File: src/rtl/ahlg_pkg.sv
// Shared constants, template tables and types for the arrowhead line generator.
`timescale 1ns / 1ps
package ahlg_pkg;

  localparam int NUM_BARBS = 12;
  localparam int BARB_IDX_W = 4;
  localparam int COLOR_W = 9;
  localparam int HANDLE_W = 32;
  localparam int CFG_IDX_W = 4;
  localparam int CFG_DATA_W = 32;

  // Register indexes
  localparam logic [CFG_IDX_W-1:0] REG_COLOR = 4'd0;
  localparam logic [CFG_IDX_W-1:0] REG_HANDLE = 4'd1;

  localparam logic [COLOR_W-1:0] COLOR_RESET = 9'd7;

  // 0.9659/20 and 0.2588/20 in Q0.32, cos(30) in Q0.16
  localparam logic [31:0] K_LONG_Q32 = 32'd207425446;
  localparam logic [31:0] K_SHORT_Q32 = 32'd55576877;
  localparam logic [31:0] K_COS30_Q16 = 32'd56754;

  // Template ring point selector: zero, b, c (b*cos30) or h (b/2)
  typedef logic [1:0] tsel_t;
  localparam tsel_t SEL_ZERO = 2'd0;
  localparam tsel_t SEL_B = 2'd1;
  localparam tsel_t SEL_C = 2'd2;
  localparam tsel_t SEL_H = 2'd3;

  typedef struct packed {
    logic  neg;
    tsel_t sel;
  } tcode_t;

  localparam tcode_t TMPL_Y [NUM_BARBS] = '{
    {1'b0, SEL_B}, {1'b1, SEL_B}, {1'b0, SEL_ZERO}, {1'b0, SEL_ZERO},
    {1'b0, SEL_C}, {1'b1, SEL_C}, {1'b0, SEL_H}, {1'b1, SEL_H},
    {1'b0, SEL_C}, {1'b1, SEL_C}, {1'b0, SEL_H}, {1'b1, SEL_H}
  };

  localparam tcode_t TMPL_Z [NUM_BARBS] = '{
    {1'b0, SEL_ZERO}, {1'b0, SEL_ZERO}, {1'b0, SEL_B}, {1'b1, SEL_B},
    {1'b0, SEL_H}, {1'b0, SEL_H}, {1'b0, SEL_C}, {1'b0, SEL_C},
    {1'b1, SEL_H}, {1'b1, SEL_H}, {1'b1, SEL_C}, {1'b1, SEL_C}
  };

  // Request to the root / divide unit
  typedef struct packed {
    logic start;
    logic is_root;
  } ru_req_t;

endpackage

File: src/rtl/ahlg_in_if.sv
// Input channel: arrow tip and direction word.
`timescale 1ns / 1ps
interface ahlg_in_if #(parameter int CW = 32);
  logic valid;
  logic ready;
  logic signed [CW-1:0] mid_x;
  logic signed [CW-1:0] mid_y;
  logic signed [CW-1:0] mid_z;
  logic signed [CW-1:0] delta_x;
  logic signed [CW-1:0] delta_y;
  logic signed [CW-1:0] delta_z;

  modport source (output valid, mid_x, mid_y, mid_z, delta_x, delta_y, delta_z,
                  input ready);
  modport sink (input valid, mid_x, mid_y, mid_z, delta_x, delta_y, delta_z,
                output ready);
endinterface

File: src/rtl/ahlg_out_if.sv
// Result channel: one line word per barb.
`timescale 1ns / 1ps
interface ahlg_out_if #(parameter int CW = 32);
  import ahlg_pkg::*;
  logic valid;
  logic ready;
  logic signed [CW-1:0] start_x;
  logic signed [CW-1:0] start_y;
  logic signed [CW-1:0] start_z;
  logic signed [CW-1:0] end_x;
  logic signed [CW-1:0] end_y;
  logic signed [CW-1:0] end_z;
  logic [HANDLE_W-1:0] object_handle;
  logic [COLOR_W-1:0] line_color;
  logic last_line;

  modport source (output valid, start_x, start_y, start_z, end_x, end_y, end_z,
                  object_handle, line_color, last_line, input ready);
  modport sink (input valid, start_x, start_y, start_z, end_x, end_y, end_z,
                object_handle, line_color, last_line, output ready);
endinterface

File: src/rtl/ahlg_cfg_if.sv
// Configuration write channel.
`timescale 1ns / 1ps
interface ahlg_cfg_if;
  import ahlg_pkg::*;
  logic valid;
  logic ready;
  logic [CFG_IDX_W-1:0] index;
  logic [CFG_DATA_W-1:0] data;

  modport source (output valid, index, data, input ready);
  modport sink (input valid, index, data, output ready);
endinterface

File: src/rtl/ahlg_mul.sv
// Shared magnitude multiplier, eight multiplier bits per cycle, with preset accumulator.
`timescale 1ns / 1ps
module ahlg_mul #(
  parameter int AW = 32,
  parameter int BW = 32
) (
  input  logic             clk,
  input  logic             rst_n,
  input  logic             start,
  input  logic [AW-1:0]    a,
  input  logic [BW-1:0]    b,
  input  logic [AW+BW-1:0] bias,
  output logic             done,
  output logic [AW+BW-1:0] prod
);
  localparam int PW = AW + BW;

  logic          busy_r;
  logic [PW-1:0] acc_r;
  logic [PW-1:0] ash_r;
  logic [BW-1:0] b_r;
  logic [PW+7:0] pp;

  assign pp = ash_r * b_r[7:0];
  assign done = busy_r && (b_r == '0);
  assign prod = acc_r;

  // busy flag
  always_ff @(posedge clk) begin
    if (!rst_n) begin
      busy_r <= 1'b0;
    end else if (start) begin
      busy_r <= 1'b1;
    end else if (done) begin
      busy_r <= 1'b0;
    end
  end

  // shift-add datapath, stops once the multiplier runs out of set bits
  always_ff @(posedge clk) begin
    if (start) begin
      acc_r <= bias;
      ash_r <= PW'(a);
      b_r <= b;
    end else if (busy_r && (b_r != '0)) begin
      acc_r <= acc_r + pp[PW-1:0];
      ash_r <= ash_r << 8;
      b_r <= b_r >> 8;
    end
  end
endmodule

File: src/rtl/ahlg_root.sv
// Restoring square root / fraction divide unit, one result bit per cycle.
`timescale 1ns / 1ps
module ahlg_root #(
  parameter int W = 32,
  parameter int F = 16
) (
  input  logic                   clk,
  input  logic                   rst_n,
  input  ahlg_pkg::ru_req_t      req,
  input  logic [2*W-1:0]         x,
  input  logic [W-1:0]           n,
  input  logic [W-1:0]           d,
  output logic                   done,
  output logic [((W > F+2) ? W : F+2)-1:0] quo
);
  import ahlg_pkg::*;

  localparam int QW = (W > F + 2) ? W : F + 2;
  localparam int CNTW = $clog2(QW + 1);

  logic            busy_r;
  logic            is_root_r;
  logic            first_r;
  logic [CNTW-1:0] cnt_r;
  logic [W+1:0]    rem_r;
  logic [QW-1:0]   quo_r;
  logic [2*W-1:0]  x_r;
  logic [W-1:0]    d_r;
  logic [W+1:0]    rem_s;
  logic [W+1:0]    test;
  logic            take;

  // one compare-subtract step
  always_comb begin
    if (is_root_r) begin
      rem_s = {rem_r[W-1:0], x_r[2*W-1:2*W-2]};
      test = {quo_r[W-1:0], 2'b01};
    end else begin
      rem_s = first_r ? rem_r : {rem_r[W:0], 1'b0};
      test = {2'b00, d_r};
    end
    take = (rem_s >= test);
  end

  assign done = busy_r && (cnt_r == '0);
  assign quo = quo_r;

  always_ff @(posedge clk) begin
    if (!rst_n) begin
      busy_r <= 1'b0;
    end else if (req.start) begin
      busy_r <= 1'b1;
    end else if (done) begin
      busy_r <= 1'b0;
    end
  end

  always_ff @(posedge clk) begin
    if (req.start) begin
      is_root_r <= req.is_root;
      first_r <= 1'b1;
      cnt_r <= req.is_root ? CNTW'(W) : CNTW'(F + 2);
      rem_r <= req.is_root ? '0 : {2'b00, n};
      quo_r <= '0;
      x_r <= x;
      d_r <= d;
    end else if (busy_r && (cnt_r != '0)) begin
      first_r <= 1'b0;
      cnt_r <= cnt_r - 1'b1;
      rem_r <= take ? (rem_s - test) : rem_s;
      quo_r <= {quo_r[QW-2:0], take};
      x_r <= x_r << 2;
    end
  end
endmodule

File: src/rtl/arrowhead_line_generator_3d.sv
// Top level: sequencer for the arrowhead line generator.
//
// Usage: an arrow word (tip mid_x/y/z and direction delta_x/y/z, signed,
// 1/256 mm) enters on in_ch when valid and ready are high. The block then
// drops ready and works the arrow alone: three squares, the length root,
// the in-plane root, four fraction divides, the barb offsets, and eight
// rounded products per barb, all on one shared multiplier (eight bits a
// cycle) and one root/divide unit (one bit a cycle). A direction along x
// skips the in-plane root and the divides. Each line word is held on
// out_ch until taken; a stall there simply holds the sequencer. Twelve
// words leave per arrow, last_line on the twelfth; a zero direction gives
// no word and ready returns after the root. cfg_ch is always ready: index
// 0 sets the color, index 1 the handle base; write only while idle. Reset
// restores color 7, handle base 0 and a zero line count.
`timescale 1ns / 1ps
module arrowhead_line_generator_3d #(
  parameter int COORD_WIDTH = 32,
  parameter int TRIG_FRAC_BITS = 16
) (
  input logic            clk,
  input logic            rst_n,
  ahlg_in_if.sink        in_ch,
  ahlg_out_if.source     out_ch,
  ahlg_cfg_if.sink       cfg_ch
);
  import ahlg_pkg::*;

  localparam int W = COORD_WIDTH;
  localparam int F = TRIG_FRAC_BITS;
  localparam int MB = (W > 32) ? W : 32;
  localparam int PW = W + MB;
  localparam int TW = F + 1;
  localparam int QW = (W > F + 2) ? W : F + 2;
  localparam int AW = W + 3;

  // trig term slots
  localparam int SX = 0;
  localparam int CX = 1;
  localparam int SZ = 2;
  localparam int CZ = 3;

  localparam logic [3:0] S_IDLE = 4'd0;
  localparam logic [3:0] S_SQY  = 4'd1;
  localparam logic [3:0] S_SQZ  = 4'd2;
  localparam logic [3:0] S_SQX  = 4'd3;
  localparam logic [3:0] S_RTL  = 4'd4;
  localparam logic [3:0] S_RTR  = 4'd5;
  localparam logic [3:0] S_DSX  = 4'd6;
  localparam logic [3:0] S_DCX  = 4'd7;
  localparam logic [3:0] S_DSZ  = 4'd8;
  localparam logic [3:0] S_DCZ  = 4'd9;
  localparam logic [3:0] S_MA   = 4'd10;
  localparam logic [3:0] S_MB   = 4'd11;
  localparam logic [3:0] S_MC   = 4'd12;
  localparam logic [3:0] S_BARB = 4'd13;
  localparam logic [3:0] S_EMIT = 4'd14;

  localparam logic signed [AW-1:0] MAXV = {4'b0000, {(W-1){1'b1}}};
  localparam logic signed [AW-1:0] MINV = {4'b1111, {(W-1){1'b0}}};

  // control state
  logic [3:0]            state_r;
  logic                  pend_r;
  logic [2:0]            ms_r;
  logic [BARB_IDX_W-1:0] barb_r;
  logic [HANDLE_W-1:0]   line_cnt_r;
  logic [COLOR_W-1:0]    color_r;
  logic [HANDLE_W-1:0]   hbase_r;

  // payload
  logic signed [W-1:0] mid_r [3];
  logic [W-1:0]        dmag_r [3];
  logic                dneg_r [3];
  logic [PW-1:0]       sum_r;
  logic [PW-1:0]       syz_r;
  logic [W-1:0]        len_r;
  logic [W-1:0]        rad_r;
  logic [TW-1:0]       tmag_r [4];
  logic                tneg_r [4];
  logic [W-1:0]        a_r;
  logic [W-1:0]        b_r;
  logic [W-1:0]        c_r;
  logic signed [W+1:0] t_r;
  logic signed [AW-1:0] ex_r;
  logic signed [AW-1:0] ey_r;
  logic signed [AW-1:0] ez_r;

  // unit hookup
  logic          mul_start;
  logic [W-1:0]  mul_a;
  logic [MB-1:0] mul_b;
  logic [PW-1:0] mul_bias;
  logic          mul_done;
  logic [PW-1:0] mul_prod;
  ru_req_t       ru_req;
  logic [2*W-1:0] ru_x;
  logic [W-1:0]  ru_n;
  logic [W-1:0]  ru_d;
  logic          ru_done;
  logic [QW-1:0] ru_quo;
  logic          use_mul;
  logic          is_unit;
  logic          is_root;
  logic          unit_done;

  // barb operand selection
  logic [W-1:0]  h_val;
  logic [W:0]    h_sum;
  logic [W-1:0]  y0_mag;
  logic [W-1:0]  z0_mag;
  logic [W+1:0]  t_abs;
  logic          op_neg;
  logic [W-1:0]  op_mag;
  logic [1:0]    op_trig;
  logic          op_sub;
  logic [W-1:0]  res_mag;
  logic signed [AW-1:0] res_val;
  logic signed [AW-1:0] res_add;
  logic [F+2:0]  div_q1;
  logic [TW-1:0] div_mag;
  logic          in_acc;
  logic          out_acc;
  tcode_t        cy;
  tcode_t        cz;

  function automatic logic [W-1:0] pick_mag(tsel_t sel, logic [W-1:0] b, logic [W-1:0] c,
                                            logic [W-1:0] h);
    logic [W-1:0] v;
    unique case (sel)
      SEL_B:   v = b;
      SEL_C:   v = c;
      SEL_H:   v = h;
      default: v = '0;
    endcase
    return v;
  endfunction

  function automatic logic signed [W-1:0] sat(logic signed [AW-1:0] v);
    logic signed [AW-1:0] s;
    if (v > MAXV) s = MAXV;
    else if (v < MINV) s = MINV;
    else s = v;
    return s[W-1:0];
  endfunction

  ahlg_mul #(.AW(W), .BW(MB)) u_mul (
    .clk(clk), .rst_n(rst_n), .start(mul_start), .a(mul_a), .b(mul_b),
    .bias(mul_bias), .done(mul_done), .prod(mul_prod)
  );

  ahlg_root #(.W(W), .F(F)) u_root (
    .clk(clk), .rst_n(rst_n), .req(ru_req), .x(ru_x), .n(ru_n), .d(ru_d),
    .done(ru_done), .quo(ru_quo)
  );

  assign in_acc = in_ch.valid && in_ch.ready;
  assign out_acc = out_ch.valid && out_ch.ready;
  assign in_ch.ready = (state_r == S_IDLE);
  assign cfg_ch.ready = 1'b1;

  // barb template values
  assign h_sum = {1'b0, b_r} + 1'b1;
  assign h_val = h_sum[W:1];
  assign cy = TMPL_Y[barb_r];
  assign cz = TMPL_Z[barb_r];
  assign y0_mag = pick_mag(cy.sel, b_r, c_r, h_val);
  assign z0_mag = pick_mag(cz.sel, b_r, c_r, h_val);
  assign t_abs = t_r[W+1] ? (W+2)'(-t_r) : t_r;

  // product schedule for one barb
  always_comb begin
    unique case (ms_r)
      3'd0: begin op_mag = a_r; op_neg = 1'b1; op_trig = 2'(SZ); op_sub = 1'b0; end
      3'd1: begin op_mag = y0_mag; op_neg = cy.neg; op_trig = 2'(CZ); op_sub = 1'b0; end
      3'd2: begin op_mag = a_r; op_neg = 1'b1; op_trig = 2'(CZ); op_sub = 1'b0; end
      3'd3: begin op_mag = y0_mag; op_neg = cy.neg; op_trig = 2'(SZ); op_sub = 1'b1; end
      3'd4: begin op_mag = t_abs[W-1:0]; op_neg = t_r[W+1]; op_trig = 2'(CX); op_sub = 1'b0; end
      3'd5: begin op_mag = z0_mag; op_neg = cz.neg; op_trig = 2'(SX); op_sub = 1'b1; end
      3'd6: begin op_mag = t_abs[W-1:0]; op_neg = t_r[W+1]; op_trig = 2'(SX); op_sub = 1'b0; end
      default: begin
        op_mag = z0_mag; op_neg = cz.neg; op_trig = 2'(CX); op_sub = 1'b0;
      end
    endcase
  end

  // rounded product back to 1/256 mm, sign applied on the magnitude
  assign res_mag = mul_prod[F +: W];
  assign res_val = (op_neg ^ tneg_r[op_trig]) ? -AW'(res_mag) : AW'(res_mag);
  assign res_add = op_sub ? -res_val : res_val;

  // divide result rounded half up
  assign div_q1 = {1'b0, ru_quo[F+1:0]} + 1'b1;
  assign div_mag = div_q1[F+1:1];

  // unit operands per state
  always_comb begin
    mul_a = '0;
    mul_b = '0;
    mul_bias = '0;
    ru_x = '0;
    ru_n = '0;
    ru_d = '0;
    use_mul = 1'b0;
    is_unit = 1'b1;
    is_root = 1'b0;
    unique case (state_r)
      S_SQY: begin
        use_mul = 1'b1; mul_a = dmag_r[1]; mul_b = MB'(dmag_r[1]);
      end
      S_SQZ: begin
        use_mul = 1'b1; mul_a = dmag_r[2]; mul_b = MB'(dmag_r[2]); mul_bias = sum_r;
      end
      S_SQX: begin
        use_mul = 1'b1; mul_a = dmag_r[0]; mul_b = MB'(dmag_r[0]); mul_bias = syz_r;
      end
      S_RTL: begin is_root = 1'b1; ru_x = sum_r[2*W-1:0]; end
      S_RTR: begin is_root = 1'b1; ru_x = syz_r[2*W-1:0]; end
      S_DSX: begin ru_n = dmag_r[2]; ru_d = rad_r; end
      S_DCX: begin ru_n = dmag_r[1]; ru_d = rad_r; end
      S_DSZ: begin ru_n = rad_r; ru_d = len_r; end
      S_DCZ: begin ru_n = dmag_r[0]; ru_d = len_r; end
      S_MA: begin
        use_mul = 1'b1; mul_a = len_r; mul_b = MB'(K_LONG_Q32);
        mul_bias = PW'(1) << 31;
      end
      S_MB: begin
        use_mul = 1'b1; mul_a = len_r; mul_b = MB'(K_SHORT_Q32);
        mul_bias = PW'(1) << 31;
      end
      S_MC: begin
        use_mul = 1'b1; mul_a = b_r; mul_b = MB'(K_COS30_Q16);
        mul_bias = PW'(1) << 15;
      end
      S_BARB: begin
        use_mul = 1'b1; mul_a = op_mag; mul_b = MB'(tmag_r[op_trig]);
        mul_bias = PW'(1) << (F - 1);
      end
      default: is_unit = 1'b0;
    endcase
  end

  assign mul_start = is_unit && use_mul && !pend_r;
  assign ru_req.start = is_unit && !use_mul && !pend_r;
  assign ru_req.is_root = is_root;
  assign unit_done = pend_r && (use_mul ? mul_done : ru_done);

  // sequencer and configuration registers
  always_ff @(posedge clk) begin
    if (!rst_n) begin
      state_r <= S_IDLE;
      pend_r <= 1'b0;
      ms_r <= '0;
      barb_r <= '0;
      line_cnt_r <= '0;
      color_r <= COLOR_RESET;
      hbase_r <= '0;
    end else begin
      if (cfg_ch.valid) begin
        if (cfg_ch.index == REG_COLOR) color_r <= cfg_ch.data[COLOR_W-1:0];
        else if (cfg_ch.index == REG_HANDLE) hbase_r <= cfg_ch.data[HANDLE_W-1:0];
      end
      if (is_unit && !pend_r) begin
        pend_r <= 1'b1;
      end else if (unit_done) begin
        pend_r <= 1'b0;
      end
      unique case (state_r)
        S_IDLE: if (in_acc) state_r <= S_SQY;
        S_SQY: if (unit_done) state_r <= S_SQZ;
        S_SQZ: if (unit_done) state_r <= S_SQX;
        S_SQX: if (unit_done) state_r <= S_RTL;
        S_RTL: begin
          if (unit_done) begin
            if (ru_quo[W-1:0] == '0) state_r <= S_IDLE;
            else if (dmag_r[1] == '0 && dmag_r[2] == '0) state_r <= S_MA;
            else state_r <= S_RTR;
          end
        end
        S_RTR: if (unit_done) state_r <= S_DSX;
        S_DSX: if (unit_done) state_r <= S_DCX;
        S_DCX: if (unit_done) state_r <= S_DSZ;
        S_DSZ: if (unit_done) state_r <= S_DCZ;
        S_DCZ: if (unit_done) state_r <= S_MA;
        S_MA: if (unit_done) state_r <= S_MB;
        S_MB: if (unit_done) state_r <= S_MC;
        S_MC: begin
          if (unit_done) begin
            state_r <= S_BARB;
            ms_r <= '0;
            barb_r <= '0;
          end
        end
        S_BARB: begin
          if (unit_done) begin
            ms_r <= ms_r + 1'b1;
            if (ms_r == 3'd7) state_r <= S_EMIT;
          end
        end
        S_EMIT: begin
          if (out_acc) begin
            line_cnt_r <= line_cnt_r + 1'b1;
            if (barb_r == BARB_IDX_W'(NUM_BARBS - 1)) begin
              barb_r <= '0;
              state_r <= S_IDLE;
            end else begin
              barb_r <= barb_r + 1'b1;
              ms_r <= '0;
              state_r <= S_BARB;
            end
          end
        end
        default: state_r <= S_IDLE;
      endcase
    end
  end

  // datapath captures
  always_ff @(posedge clk) begin
    if (in_acc) begin
      mid_r[0] <= in_ch.mid_x;
      mid_r[1] <= in_ch.mid_y;
      mid_r[2] <= in_ch.mid_z;
      dneg_r[0] <= in_ch.delta_x[W-1];
      dneg_r[1] <= in_ch.delta_y[W-1];
      dneg_r[2] <= in_ch.delta_z[W-1];
      dmag_r[0] <= in_ch.delta_x[W-1] ? W'(-in_ch.delta_x) : in_ch.delta_x;
      dmag_r[1] <= in_ch.delta_y[W-1] ? W'(-in_ch.delta_y) : in_ch.delta_y;
      dmag_r[2] <= in_ch.delta_z[W-1] ? W'(-in_ch.delta_z) : in_ch.delta_z;
    end
    if (unit_done) begin
      unique case (state_r)
        S_SQY: sum_r <= mul_prod;
        S_SQZ: syz_r <= mul_prod;
        S_SQX: sum_r <= mul_prod;
        S_RTL: begin
          len_r <= ru_quo[W-1:0];
          // direction along x: identity with the sign of dx
          tmag_r[SX] <= '0;
          tneg_r[SX] <= 1'b0;
          tmag_r[CX] <= TW'(1) << F;
          tneg_r[CX] <= 1'b0;
          tmag_r[SZ] <= '0;
          tneg_r[SZ] <= 1'b0;
          tmag_r[CZ] <= TW'(1) << F;
          tneg_r[CZ] <= dneg_r[0];
        end
        S_RTR: rad_r <= ru_quo[W-1:0];
        S_DSX: begin tmag_r[SX] <= div_mag; tneg_r[SX] <= dneg_r[2]; end
        S_DCX: begin tmag_r[CX] <= div_mag; tneg_r[CX] <= dneg_r[1]; end
        S_DSZ: begin tmag_r[SZ] <= div_mag; tneg_r[SZ] <= 1'b0; end
        S_DCZ: begin tmag_r[CZ] <= div_mag; tneg_r[CZ] <= dneg_r[0]; end
        S_MA: a_r <= mul_prod[32 +: W];
        S_MB: b_r <= mul_prod[32 +: W];
        S_MC: c_r <= mul_prod[16 +: W];
        S_BARB: begin
          unique case (ms_r[2:1])
            2'd0: t_r <= (W+2)'(AW'(t_r) + res_add);
            2'd1: ex_r <= ex_r + res_add;
            2'd2: ey_r <= ey_r + res_add;
            default: ez_r <= ez_r + res_add;
          endcase
        end
        default: ;
      endcase
    end
    // fresh accumulators at the start of every barb
    if ((state_r == S_MC && unit_done) ||
        (state_r == S_EMIT && out_acc)) begin
      t_r <= '0;
      ex_r <= AW'(mid_r[0]);
      ey_r <= AW'(mid_r[1]);
      ez_r <= AW'(mid_r[2]);
    end
  end

  // line word
  assign out_ch.valid = (state_r == S_EMIT);
  assign out_ch.start_x = mid_r[0];
  assign out_ch.start_y = mid_r[1];
  assign out_ch.start_z = mid_r[2];
  assign out_ch.end_x = sat(ex_r);
  assign out_ch.end_y = sat(ey_r);
  assign out_ch.end_z = sat(ez_r);
  assign out_ch.object_handle = hbase_r + line_cnt_r;
  assign out_ch.line_color = color_r;
  assign out_ch.last_line = (barb_r == BARB_IDX_W'(NUM_BARBS - 1));
endmodule

File: src/flat_wrapper.sv
// flat-port wrapper written by rule: the top's interface ports become plain ports
module arrowhead_line_generator_3d_flat import ahlg_pkg::*;
#(
  parameter int COORD_WIDTH = 32,
  parameter int TRIG_FRAC_BITS = 16
)
  (clk, rst_n, in_ch_valid, in_ch_mid_x, in_ch_mid_y, in_ch_mid_z, in_ch_delta_x, in_ch_delta_y, in_ch_delta_z, in_ch_ready, out_ch_valid, out_ch_start_x, out_ch_start_y, out_ch_start_z, out_ch_end_x, out_ch_end_y, out_ch_end_z, out_ch_object_handle, out_ch_line_color, out_ch_last_line, out_ch_ready, cfg_ch_valid, cfg_ch_index, cfg_ch_data, cfg_ch_ready);
  ahlg_in_if #(.CW((32))) in_ch_i ();
  ahlg_out_if #(.CW((32))) out_ch_i ();
  ahlg_cfg_if cfg_ch_i ();
  input logic clk;
  input logic rst_n;
  input wire logic [$bits(in_ch_i.valid)-1:0] in_ch_valid;
  input wire logic [$bits(in_ch_i.mid_x)-1:0] in_ch_mid_x;
  input wire logic [$bits(in_ch_i.mid_y)-1:0] in_ch_mid_y;
  input wire logic [$bits(in_ch_i.mid_z)-1:0] in_ch_mid_z;
  input wire logic [$bits(in_ch_i.delta_x)-1:0] in_ch_delta_x;
  input wire logic [$bits(in_ch_i.delta_y)-1:0] in_ch_delta_y;
  input wire logic [$bits(in_ch_i.delta_z)-1:0] in_ch_delta_z;
  output wire logic [$bits(in_ch_i.ready)-1:0] in_ch_ready;
  output wire logic [$bits(out_ch_i.valid)-1:0] out_ch_valid;
  output wire logic [$bits(out_ch_i.start_x)-1:0] out_ch_start_x;
  output wire logic [$bits(out_ch_i.start_y)-1:0] out_ch_start_y;
  output wire logic [$bits(out_ch_i.start_z)-1:0] out_ch_start_z;
  output wire logic [$bits(out_ch_i.end_x)-1:0] out_ch_end_x;
  output wire logic [$bits(out_ch_i.end_y)-1:0] out_ch_end_y;
  output wire logic [$bits(out_ch_i.end_z)-1:0] out_ch_end_z;
  output wire logic [$bits(out_ch_i.object_handle)-1:0] out_ch_object_handle;
  output wire logic [$bits(out_ch_i.line_color)-1:0] out_ch_line_color;
  output wire logic [$bits(out_ch_i.last_line)-1:0] out_ch_last_line;
  input wire logic [$bits(out_ch_i.ready)-1:0] out_ch_ready;
  input wire logic [$bits(cfg_ch_i.valid)-1:0] cfg_ch_valid;
  input wire logic [$bits(cfg_ch_i.index)-1:0] cfg_ch_index;
  input wire logic [$bits(cfg_ch_i.data)-1:0] cfg_ch_data;
  output wire logic [$bits(cfg_ch_i.ready)-1:0] cfg_ch_ready;
  assign in_ch_i.valid = in_ch_valid;
  assign in_ch_i.mid_x = in_ch_mid_x;
  assign in_ch_i.mid_y = in_ch_mid_y;
  assign in_ch_i.mid_z = in_ch_mid_z;
  assign in_ch_i.delta_x = in_ch_delta_x;
  assign in_ch_i.delta_y = in_ch_delta_y;
  assign in_ch_i.delta_z = in_ch_delta_z;
  assign in_ch_ready = in_ch_i.ready;
  assign out_ch_valid = out_ch_i.valid;
  assign out_ch_start_x = out_ch_i.start_x;
  assign out_ch_start_y = out_ch_i.start_y;
  assign out_ch_start_z = out_ch_i.start_z;
  assign out_ch_end_x = out_ch_i.end_x;
  assign out_ch_end_y = out_ch_i.end_y;
  assign out_ch_end_z = out_ch_i.end_z;
  assign out_ch_object_handle = out_ch_i.object_handle;
  assign out_ch_line_color = out_ch_i.line_color;
  assign out_ch_last_line = out_ch_i.last_line;
  assign out_ch_i.ready = out_ch_ready;
  assign cfg_ch_i.valid = cfg_ch_valid;
  assign cfg_ch_i.index = cfg_ch_index;
  assign cfg_ch_i.data = cfg_ch_data;
  assign cfg_ch_ready = cfg_ch_i.ready;
  arrowhead_line_generator_3d #(.COORD_WIDTH(COORD_WIDTH), .TRIG_FRAC_BITS(TRIG_FRAC_BITS)) u_core (.clk(clk), .rst_n(rst_n), .in_ch(in_ch_i), .out_ch(out_ch_i), .cfg_ch(cfg_ch_i));
endmodule
File: config.mk
export PLATFORM = sky130hd
export DESIGN_NAME = arrowhead_line_generator_3d_flat
export DESIGN_NICKNAME = d
export VERILOG_FILES = /design/src/rtl/ahlg_pkg.sv /design/src/rtl/ahlg_in_if.sv /design/src/rtl/ahlg_out_if.sv /design/src/rtl/ahlg_cfg_if.sv /design/src/rtl/ahlg_mul.sv /design/src/rtl/ahlg_root.sv /design/src/rtl/arrowhead_line_generator_3d.sv /design/src/flat_wrapper.sv
export SDC_FILE = /design/constraint.sdc
export NUM_CORES = 2
export LEC_CHECK = 0
export BUFFER_PORTS_ARGS = -buffer_cell sky130_fd_sc_hd__buf_2
export CAP_MARGIN = 20
export CORE_MARGIN = 2
export CORE_UTILIZATION = 55
export DETAILED_ROUTE_END_ITERATION = 7
export PLACE_DENSITY_LB_ADDON = 0.12
export SYNTH_ARGS = -nofsm -noshare
export SYNTH_HDL_FRONTEND = slang
export SYNTH_SLANG_ARGS = --single-unit
File: constraint.sdc
create_clock -name clk -period 6.7 [get_ports clk]
set_clock_uncertainty 0.1 [all_clocks]
set_input_delay 0.335 -clock clk [delete_from_list [all_inputs] [get_ports clk]]
set_output_delay 0.335 -clock clk [all_outputs]
set_load 0.03 [all_outputs]
Word-level counts from Yosys, hierarchy flattened

Memories as Yosys holds them, arrays and structs flattened.
Cells that the tools add are included.

Bits in read-only memories: 96
Bits of input ports: 233
Logic and storage cells: 321
Memories: 7
Bits in registers: 844
Bits in writable memories: 267

Eq/ne operators: 49
$mul: 1
Add/sub/neg operators: 19
Order comparisons: 8
Multiplexer cells: 122
Reductions and logical operators: 73
Bitwise logic cells: 11

Memories:

| memory           | depth | width | rd ports | clocked after memory_dff | write ports | RTL line                           | text |
|---|---|---|---|---|---|---|---|
| u_core.dmag_r    | 3     | 32    | 3        | 0                        | 3           | arrowhead_line_generator_3d.sv:72  | `logic [W-1:0] dmag_r [3];` |
| u_core.mid_r     | 3     | 32    | 3        | 0                        | 3           | arrowhead_line_generator_3d.sv:71  | `logic signed [W-1:0] mid_r [3];` |
| u_core.tmag_r    | 4     | 17    | 1        | 0                        | 4           | arrowhead_line_generator_3d.sv:78  | `logic [TW-1:0] tmag_r [4];` |
| (name not given) | 16    | 3     | 1        | 0                        | 0           | arrowhead_line_generator_3d.sv:164 | `assign cy = TMPL_Y[barb_r];` |
| (name not given) | 16    | 3     | 1        | 0                        | 0           | arrowhead_line_generator_3d.sv:165 | `assign cz = TMPL_Z[barb_r];` |
| u_core.tneg_r    | 4     | 1     | 1        | 0                        | 4           | arrowhead_line_generator_3d.sv:79  | `logic tneg_r [4];` |
| +1 memories      | -     | -     | -        | -                        | -           | -                                  |  |

Operators with widths:

| operator               | count |
|---|---|
| $mux W35               | 14 |
| $mux W32               | 15 |
| $pmux W32 S3           | 3 |
| $mux W64               | 4 |
| $pmux W64 S4           | 1 |
| $pmux W32 S7           | 1 |
| $mux W34               | 6 |
| $pmux W32 S6           | 1 |
| $logic_not A32 Y1      | 4 |
| $neg A32 Y32           | 4 |
| $pmux W32 S4           | 1 |
| $pmux W64 S2           | 1 |
| $add A35 B35 Y35       | 3 |
| $gt A35 B32 Y1 const B | 3 |
| $lt A35 B32 Y1 const B | 3 |
| $mux W4                | 22 |
| $mux W17               | 4 |
| $add A64 B64 Y64       | 1 |
| $mul A64 B8 Y64        | 1 |
| $pmux W32 S2           | 1 |
| $pmux W4 S15           | 1 |
| $neg A32 Y35           | 1 |
| $neg A35 Y35           | 1 |
| $add A34 B34 Y34       | 1 |
| other kinds (51)       | 186 |

Longest topological paths before layout

Word-level depth: 14
Mapped depth: 28
Mapped depth without buffers: 25

Hierarchy

A second synthesis with hierarchy kept.

Cells, all modules: 7763
Area total of the unflattened synthesis: 78632.9 µm²

Modules (own cells, without submodules):

| module                      | sequential area each (µm²) | times used | cells each | area each (µm²) |
|---|---|---|---|---|
| arrowhead_line_generator_3d | 22171.3                    | 1          | 4423       | 45845.2 |
| ahlg_mul                    | 4504.3                     | 1          | 2433       | 23135.9 |
| ahlg_root                   | 4794.6                     | 1          | 907        | 9651.8 |

Least setup slack after synthesis

Ideal clock, no wire load.

Path kind: register -> register
Start point: register u_core.u_mul.b_r[1]
End point: register u_core.sum_r[0] (enable)
Path slack: 0.189 ns
Data arrival time: 5.846 ns
Cell stages (with the launch flop): 9
Cell sequence: edfxtp_1 clkbuf_1 nor4_1 nand4_1 nor2_1 and3_1 o21ai_1 clkbuf_1 nor3_1

Word-level cells in the longest chain between the ends: 5

Ends and longest elaborated chain:

| element                            | RTL line                           | text |
|---|---|---|
| from (decl)                        | ahlg_mul.sv:21                     | `logic [BW-1:0] b_r;` |
| from (signal assigned)             | ahlg_mul.sv:48                     | `b_r <= b_r >> 8;` |
| $logic_not A32 Y1                  | ahlg_mul.sv:25                     | `assign done = busy_r && (b_r == '0);` |
| $logic_and A1 B1 Y1                | ahlg_mul.sv:25                     |  |
| $mux W1                            | arrowhead_line_generator_3d.sv:245 | `assign unit_done = pend_r && (use_mul ? mul_done : ru_done);` |
| $logic_and A1 B1 Y1                | arrowhead_line_generator_3d.sv:245 |  |
| $reduce_and A2 Y1 (no source line) | -                                  |  |
| to (signal assigned)               | arrowhead_line_generator_3d.sv:332 | `S_SQY: sum_r <= mul_prod;` |
| to (signal assigned)               | arrowhead_line_generator_3d.sv:334 | `S_SQX: sum_r <= mul_prod;` |
| to (decl)                          | arrowhead_line_generator_3d.sv:74  | `logic [PW-1:0] sum_r;` |

Every way passes these cells.
A chain may end at the register's enable or synchronous reset.

Worst setup path in the final report

Start point: register u_core.u_mul.b_r[6]
End point: register u_core.u_mul.acc_r[59], in the netlist u_core.u_mul.prod[59], data pin

Word-level cells in the longest chain between the ends: 4

Ends and longest elaborated chain:

| element              | RTL line       | text |
|---|---|---|
| $mul A64 B8 Y64      | ahlg_mul.sv:24 | `assign pp = ash_r * b_r[7:0];` |
| $add A64 B64 Y64     | ahlg_mul.sv:46 | `acc_r <= acc_r + pp[PW-1:0];` |
| $mux W64             | ahlg_mul.sv:45 | `end else if (busy_r && (b_r != '0)) begin` |
| $mux W64             | ahlg_mul.sv:41 | `if (start) begin` |
| to (signal assigned) | ahlg_mul.sv:42 | `acc_r <= bias;` |
| to (signal assigned) | ahlg_mul.sv:46 |  |
| to (decl)            | ahlg_mul.sv:19 | `logic [PW-1:0] acc_r;` |

Every way passes these cells. The select of a mux whose other input is x is not followed.

==> run metrics <==
startpoint types register; Vias 63391; CORE AREA 139000 µm²; Die W around 380 µm; syn nets ~8600; largest net degree at the start of global routing approximately 160; Primary FF master, synth edfxtp_1; synth top area cells edfxtp_1 (36%), fa_1 (11%), dfxtp_1 (4.8%); fin. max-slew vios 0; Skew-Pair Late Insertion Delay 0.78 ns; Area Growth Syn to Fin 16.1%; first-pass GRT wire length about 380000 µm; H-tree Lvls 3; gr usage total 35.2%; drt pass-1 iters 8; DRT antenna net count 0; Worst slew margin 13.3%; Via density approximately 6.2; drc violations 19; largest area contributor in the netlist edfxtp_1; sequential-to-total area share from yosys stat about two fifths; top-count cell post-synth edfxtp_1; synth warn 0; Chip Height 378 µm; pre-CTS setup slack -0.139 ns; Worst Path Class, Setup reg2reg; Slew @ Worst Pin between 1 and 1.5 ns; Worst EP arrival just under 7 ns; Final Critical Period between 6 and 7 ns; worst-path maximum fanout 20; post-layout util roughly 64%; starting density of the core between 50% and 60%; dpl cells around 10000; CTS clock-pin slew for the worst setup and hold paths ~0.06 ns; Hold/Removal Path Class in2reg; gr ovfl total 0; Non-Filler Instances around 10000; critical path endpoint category register; DRT iter0 DRCs between 7000 and 8000; asr flop ratio synth 0%; wire per inst about 25 µm; Hold Fails Final Rpt 0; nets@finish 9240; DIE AREA roughly 140000 µm²; port buffer count 468; syn_area_per_cell approximately 10 µm²; Reg-to-Reg Start u_core.u_mul.b_r[6]; hold wc startpoint in_ch_delta_x[31]; CTS tree done; Mapped Cells around 7600; vias in the first global route about 61000; synth unique cells 89; EDFF count, synth a little over 900; final setup fails 0; status finished with violations; Cell Rows approximately 140; Num CTS Buffers approximately 120; failing checks design-rule violations; CTS Sinks between 1000 and 1500; DPL Wire Length around 190000 µm; layout cells sized above 1 roughly an eighth; fin crit share about 96%; Routed WL around 260000 µm; clk buf depth 3; max_cap viols 0; Final Worst Setup Slack around 0.27 ns; f_max around 160 MHz; Crit path required time between 7 and 8 ns; CTS root buf clkbuf_16; antenna violations before repair 11; Syn Std Cell Area between 70000 and 80000 µm²; critical path launch point u_core.u_mul.b_r[6]; Ports 470; routability cong. about 0.98; top-area cell type share of the netlist area between 30% and 40%; post-synthesis register bit count approximately 1100; most frequent cells after synthesis edfxtp_1 (924), nand2_1 (825), inv_1 (581)
## cells in the final DEF (no fill, tap or decap), types with 137 or more instances in the layout
cell type and n:
nand2_1 823, a21o_1 137, a21oi_1 344, dlygate4sd3_1 268, buf_2 469, and2_1 333, xnor2_1 337, buf_4 207
edfxtp_1 924, mux2i_1 168, xor2_1 145, inv_1 581, ha_1 297, o21ai_0 353, fa_1 416, nor2_1 545
dfxtp_1 183
## sequential cells by signal (all words and copies together), names as in the netlist, 9 cells and up
register                  flops
u_core.dmag_r                96
u_core.mid_r                 96
u_core.tmag_r                68
u_core.sum_r                 64
u_core.syz_r                 64
u_core.u_mul.ash_r           64
u_core.u_mul.prod            64
u_core.u_root.x_r            64
u_core.ex_r                  35
u_core.ey_r                  35
u_core.ez_r                  35
u_core.t_r                   34
u_core.u_root.rem_r          34
u_core.a_r                   32
u_core.b_r                   32
u_core.c_r                   32
u_core.hbase_r               32
u_core.len_r                 32
u_core.line_cnt_r            32
u_core.rad_r                 32
u_core.u_mul.b_r             32
u_core.u_root.d_r            32
u_core.u_root.quo            32
u_core.out_ch.line_color      9
## cell type report
cell class	instances	area (µm²)
antenna	11	27.5
clock buffer	148	3310
clock inverter	82	921
fill	11375	50000
inverter	583	2190
multi-input combinational	5521	42100
sequential	1110	31500
tap	1876	2350
timing repair buffer	957	6850
## final timing paths
path	endpoint	slack (ns)	depth (start not counted)
worst max-delay path	u_core.u_mul.prod[59]	0.27	23
worst min-delay path	u_core.dneg_r[0][0]	0.05	1
worst max register to register	u_core.u_mul.prod[59]	0.27	23
worst min register to register	u_core.tneg_r[3]	0.33	0
## through the flow
step                hold slack (ns)  cell area [µm²]  TNS (ns)
CTS                        0.000301            88800         0
global route                 0.0545            89200   -0.0945
global placement              0.309            81800     -1.62
detailed placement            0.323            81800    -0.417
finish                       0.0500            89200         0
floorplan                     0.300            76900         0
## routing by layer
| metal | vias up | GRT usage [%] | wire (µm) | share of wire, % |
|---|---|---|---|---|
| li1 | 28613 | - | - | - |
| met1 | 31055 | 50.2 | 107000 | 42 |
| met2 | 3226 | 51.1 | 108000 | 42 |
| met3 | 489 | 10.3 | 30300 | 12 |
| met4 | 8 | 12.3 | 9810 | 3.8 |
| met5 | - | 0 | 50 | 0.020 |
## worst max-delay path, cell delays in order, from the launching register on
cell and delay [ns]:
edfxtp_1 0.37, buf_4 0.20, buf_4 0.16, buf_4 0.19, and2_1 0.19, fa_1 0.50, inv_1 0.05, fa_1 0.50
fa_1 0.52, fa_1 0.54, inv_1 0.04, ha_1 0.39, a21o_1 0.24, a21o_1 0.19, a21o_1 0.19, a21o_1 0.19
a21oi_1 0.23, nand3_1 0.10, o21bai_1 0.18, buf_4 0.20, o211ai_1 0.17, a31o_2 0.29, xnor2_1 0.26, o22ai_1 0.12
## what timing repair did
action                                  4_1_cts  5_1_grt
endpoints found under the setup margin        7       51
hold buffers                                268        0
pin swaps                                     0        3
gates resized for setup                       5       36
setup buffers                                 0       24
endpoints found under the hold margin       235        0
## kinds of logic after synthesis
kind of cell	Yosys count	share of synthesized area, %
AOI/OAI and AO/OA	1861	16.4
xor gates and xnor gates	493	5.62
adders and majority gates	713	15.7
buffers and inverters	994	4.87
DFF	1110	40.9
muxes	190	2.76
other	1	0.00488
and+or+nand+nor	2263	13.8
Power is not shown: default switching activity piles up to over one toggle a cycle in this logic, so the estimate is an artifact.
